$ cat src/hdl/lant_pkg.sv
// ----------------------------------------------------------------------------
// lant_pkg
// Shared constants and codes for the Langton's ant grid stepper.
// ----------------------------------------------------------------------------
package lant_pkg;

	// default grid side (cells per row and rows per grid)
	localparam int LANT_GRID_SIDE_DEF = 512;

	// width of the position fields on the ports
	localparam int FIELD_W = 9;

	// width of the configuration write data (widest register)
	localparam int CFG_W = 16;

	// item function codes
	localparam logic [1:0] FUNC_RUN     = 2'd0;
	localparam logic [1:0] FUNC_PAINT_B = 2'd1;
	localparam logic [1:0] FUNC_PAINT_W = 2'd2;
	localparam logic [1:0] FUNC_READ    = 2'd3;

	// configuration register indexes
	localparam logic REG_STEPS = 1'b0;
	localparam logic REG_REACH = 1'b1;

	// configuration reset values
	localparam logic [15:0] STEPS_RST = 16'd100;
	localparam logic [8:0]  REACH_RST = 9'd10;

	// headings
	localparam logic [1:0] HEAD_N = 2'd0;
	localparam logic [1:0] HEAD_E = 2'd1;
	localparam logic [1:0] HEAD_S = 2'd2;
	localparam logic [1:0] HEAD_W = 2'd3;

	// heading increments for a right and a left turn
	localparam logic [1:0] TURN_RIGHT = 2'd1;
	localparam logic [1:0] TURN_LEFT  = 2'd3;

endpackage

$ cat src/hdl/lant_ant.sv
// ----------------------------------------------------------------------------
// lant_ant
// Ant position, heading and step counter; one step per strobe, turning on the
// cell color and wrapping around the torus.
// ----------------------------------------------------------------------------
module lant_ant import lant_pkg::*; #(
	parameter int GRID_SIDE = LANT_GRID_SIDE_DEF,
	localparam int CW = $clog2(GRID_SIDE)
) (
	input  logic          clk,
	input  logic          arst_n,
	input  logic          step_en,
	input  logic          step_cell,
	output logic [CW-1:0] col,
	output logic [CW-1:0] row,
	output logic [1:0]    head,
	output logic [31:0]   count
);

	localparam logic [CW-1:0] CENTRE = CW'(GRID_SIDE / 2);
	localparam logic [CW-1:0] LAST   = CW'(GRID_SIDE - 1);

	logic [CW-1:0] col_q;
	logic [CW-1:0] row_q;
	logic [1:0]    head_q;
	logic [31:0]   count_q;
	logic [1:0]    new_head;

	// right on white, left on black
	assign new_head = head_q + (step_cell ? TURN_LEFT : TURN_RIGHT);

	// turn, move with wrap, count
	always_ff @(posedge clk or negedge arst_n) begin
		if (!arst_n) begin
			col_q   <= CENTRE;
			row_q   <= CENTRE;
			head_q  <= HEAD_N;
			count_q <= 32'd0;
		end else if (step_en) begin
			head_q  <= new_head;
			count_q <= count_q + 32'd1;
			case (new_head)
				HEAD_N: row_q <= (row_q == '0) ? LAST : row_q - CW'(1);
				HEAD_E: col_q <= (col_q == LAST) ? '0 : col_q + CW'(1);
				HEAD_S: row_q <= (row_q == LAST) ? '0 : row_q + CW'(1);
				HEAD_W: col_q <= (col_q == '0) ? LAST : col_q - CW'(1);
				default: col_q <= col_q;
			endcase
		end
	end

	assign col   = col_q;
	assign row   = row_q;
	assign head  = head_q;
	assign count = count_q;

endmodule

$ cat config.mk
export PLATFORM = sky130hd
export DESIGN_NAME = lant_ant
export DESIGN_NICKNAME = d
export VERILOG_FILES = /design/src/hdl/lant_pkg.sv /design/src/hdl/lant_ant.sv
export SDC_FILE = /design/constraint.sdc
export NUM_CORES = 1
export LEC_CHECK = 0
export BUFFER_PORTS_ARGS = -buffer_cell sky130_fd_sc_hd__buf_2
export CAP_MARGIN = 15
export CELL_PAD_IN_SITES_DETAIL_PLACEMENT = 1
export CELL_PAD_IN_SITES_GLOBAL_PLACEMENT = 2
export CORE_MARGIN = 2
export CORE_UTILIZATION = 35
export DETAILED_ROUTE_END_ITERATION = 12
export HOLD_SLACK_MARGIN = 0.06
export PLACE_DENSITY = 0.89
export SLEW_MARGIN = 20
export SYNTH_ARGS = -nofsm -noshare
export SYNTH_HDL_FRONTEND = slang
export SYNTH_SLANG_ARGS = --single-unit
$ cat constraint.sdc
create_clock -name clk -period 2.4 [get_ports clk]
set_input_delay 0.24 -clock clk [delete_from_list [all_inputs] [get_ports clk]]
set_output_delay 0.24 -clock clk [all_outputs]
set_load 0.02 [all_outputs]
==> flow_summary.yaml <==
critical_path:
  endpoint_kind: "flip-flop"
  cp.required_ps: 2610
  startpoint_type: "flip-flop"
  r2r-end: "row[4]"
  crit_top_cell: "and3_1"
  critPathMaxFanout: 5
  rr_startpoint: "row[0]"
  rr_worst_depth: 10
  worst_path_largest_cell_delay_ps: 390
  critical_path_class: "reg2reg"
  ff2ff_setup_slack_ps: 140
  crit_chain: "ha_1 -> and3_1 -> and3_1 -> and3_1 -> ha_1 -> nand2b_2 -> buf_4 -> o22ai_1 -> o21ai_0 -> o31ai_1"
  slowest_stage: "dfrtp_1"
  cp.arrival_ps: 2470
power_and_ir_drop:
  p_comb_share_pct: 48.8
  switchingPower_mw: 1.81
  pwr-share-clk_pct: 17.3
  p_leak_nw: 1.72
  sw_frac_of_total_pct: 44.4
  seqPwrFrac_pct: 33.9
  internal_power_mw: 2.27
  power_mw: 4.08
  powerDensity_nw_per_um2: 1110
  vdd_drop_max_v: 0.000626
final_layout:
  drive_gt1_share_pct: 26.0
  diodes: 0
  fill_cells: 970
  area_growth_pct: 21.4
  nets: 390
  fin_cells: 482
  layout_common_cells: "buf_2, dfrtp_1, xnor2_1, nor2_1, nand2_1"
  layout_commonest_cell: "buf_2"
status:
  outcome: "finished, final reports clean"
cts:
  cts_root_buf: "clkbuf_8"
  cts-buffers-inserted: 5
  cts_num_sinks: 52
  cts_max_path_buffers: 2
  clk_latency_ps: 300
  cts_tree: "yes"
  h-tree-depth: 2
  post_cts_buffers: 0
  cts.clk_slew.worst_paths_ps: 100
logic_synthesis:
  async_flop_share_pct: 100
  synth_cell_types: 55
  synth_edf_count: 0
  postSynthCellCount: 309
  yosysWarningCount: 0
  syn-cell-area_sq_um: 3030
  avgSynthCellArea_sq_um: 9.80
  syn_nets: 322
  yosysSeqAreaShare_pct: 43.0
  synth-seq-cells: 52
  synthFlopType: "dfrtp_1"
floorplan:
  die_w_um: 97.0
  dieHeight_um: 97.0
  core_area_sq_um: 8300
  ioPinCount: 56
  rows: 33
  start_util_pct: 36.5
  die_area_sq_um: 9410
global_route:
  grt-ovfl-total: 0
  grt_pass1_wl_mm: 12.9
  antenna_found_initial: 0
  grt_pass1_vias: 2610
  grt_max_degree: 32
  gr-usage-all-layers_pct: 16.4
placement:
  dp_cells: 474
  globalplace.congestion: 0.807
  dp_hpwl_mm: 5.66
  io_buffer_count: 55
hold_path:
  worstHoldPathType: "in2reg"
  min_delay_worst_endpoint: "head[0]"
  worstHoldStart: "step_en"
  hold_depth: 2
timing:
  clock.fmax_mhz: 443
  worst_pin_slew_ps: 574
  timing.hold.ws_ps: 251
  period_share_pct: 94.1
  grt_setup_unrepaired: "no"
  setup_violations: 0
  hold_viol: 0
  max-slew-margin-rel_pct: 61.7
  fin_setup_tns_ps: 0
  period_needed_ps: 2260
  drv_slew: 0
  skew_ps: 6.90
run:
  cap_viol_max_count: 0
drt:
  wire_per_inst_um: 16.0
  vias_per_cell: 5.37
  drc_errors: 0
  totalWireLength_mm: 7.70
  vias: 2588
  drt_iter0_drc: 66
  dr.pass1.iters: 4
  ant_nets: 0
[stage by stage]
stage / util (%) / instance area, sq um / setup WS (ps)
after floorplan: - / 3030 / 98.1
after global placement: 42.6 / 3530 / 253
after detailed placement: 42.6 / 3530 / 159
after CTS: 44.2 / 3670 / 132
after global routing: 44.3 / 3680 / 16.1
final: 44.3 / 3680 / 140
[registers in the layout (all words and copies together) (netlist names)]
signal	cells
col	9
count	32
head	2
row	9
[per-layer routing]
| metal | GRT usage (%) | up-vias | wire [um] |
|---|---|---|---|
| met1 | 22.3 | 1270 | 3650 |
| met4 | 3.90 | 0 | 57 |
| li1 | - | 1265 | - |
| met3 | 1.95 | 5 | 237 |
| met2 | 27.8 | 48 | 3750 |
| met5 | 0 | - | 0 |
[worst max path at each step]
stage	startpoint	endpoint	cells after the start
2_1_floorplan	row[0]	row[3]	9
3_3_place_gp	row[0]	row[4]	9
3_5_place_dp	row[0]	row[4]	10
4_1_cts	row[0]	row[4]	10
5_1_grt	row[0]	row[4]	10
6_report	row[0]	row[4]	10
[power groups by stage]
stage | Sequential [mW] | Clock [mW] | Combinational [mW]
floorplan | 1.63 | 0 | 1.04
global placement | 1.39 | 0 | 1.95
detailed placement | 1.40 | 0 | 1.99
CTS | 1.38 | 0.730 | 2.00
global route | 1.43 | 0.760 | 2.20
finish | 1.38 | 0.708 | 1.99
[cell families after synthesis]
family	synth area share, %
AND/OR/NAND/NOR	25.4
AO/OA/AOI/OAI	13.5
flip-flops	43.0
XOR/XNOR	10.1
buffers and inverters	3.18
adder cells (fa/ha/maj)	3.72
multiplexers	1.03
[final cells by class]
type                    instances  area (sq um)  share of cell area, %
flip-flops and latches         52          1300                   35.5
clock buffers                   5          68.8                   1.87
multi-input cells             232          1630                   44.5
well taps                     105           131                   3.57
clock inverters                 2          60.1                   1.63
inverters                      12          45.0                   1.23
repair buffers                 74           433                   11.8
[worst max-delay path: cells and delay by family, from the launching register on]
family          cells  cell delay (ps)
compound gates      3              370
flops               1              390
buf+inv             1              170
fa+ha+maj           2              410
simple gates        4              820
[repair_timing]
item                                    in CTS  in global routing
hold buffers                                 1                  0
endpoints found under the setup margin       0                  1
endpoints found under the hold margin       19                  0
resized for setup                            0                  2
[cells in the mapped netlist, types with 6 or more instances]
| cell type | number | area (sq um) |
|---|---|---|
| nand4_1 | 15 | 93.8 |
| xor2_1 | 8 | 70.1 |
| dfrtp_1 | 50 | 1250 |
| o21ai_0 | 13 | 65.1 |
| xnor2_1 | 27 | 236 |
| clkbuf_1 | 10 | 37.5 |
| ha_1 | 9 | 113 |
| a31oi_1 | 6 | 37.5 |
| nor2_1 | 23 | 86.3 |
| a21oi_1 | 8 | 40.0 |
| inv_1 | 12 | 45.0 |
| nor3_1 | 6 | 30.0 |
| and3_1 | 9 | 56.3 |
| nand3_1 | 19 | 95.1 |
| nand2_1 | 21 | 78.8 |
(Power assumes the default switching activity.)
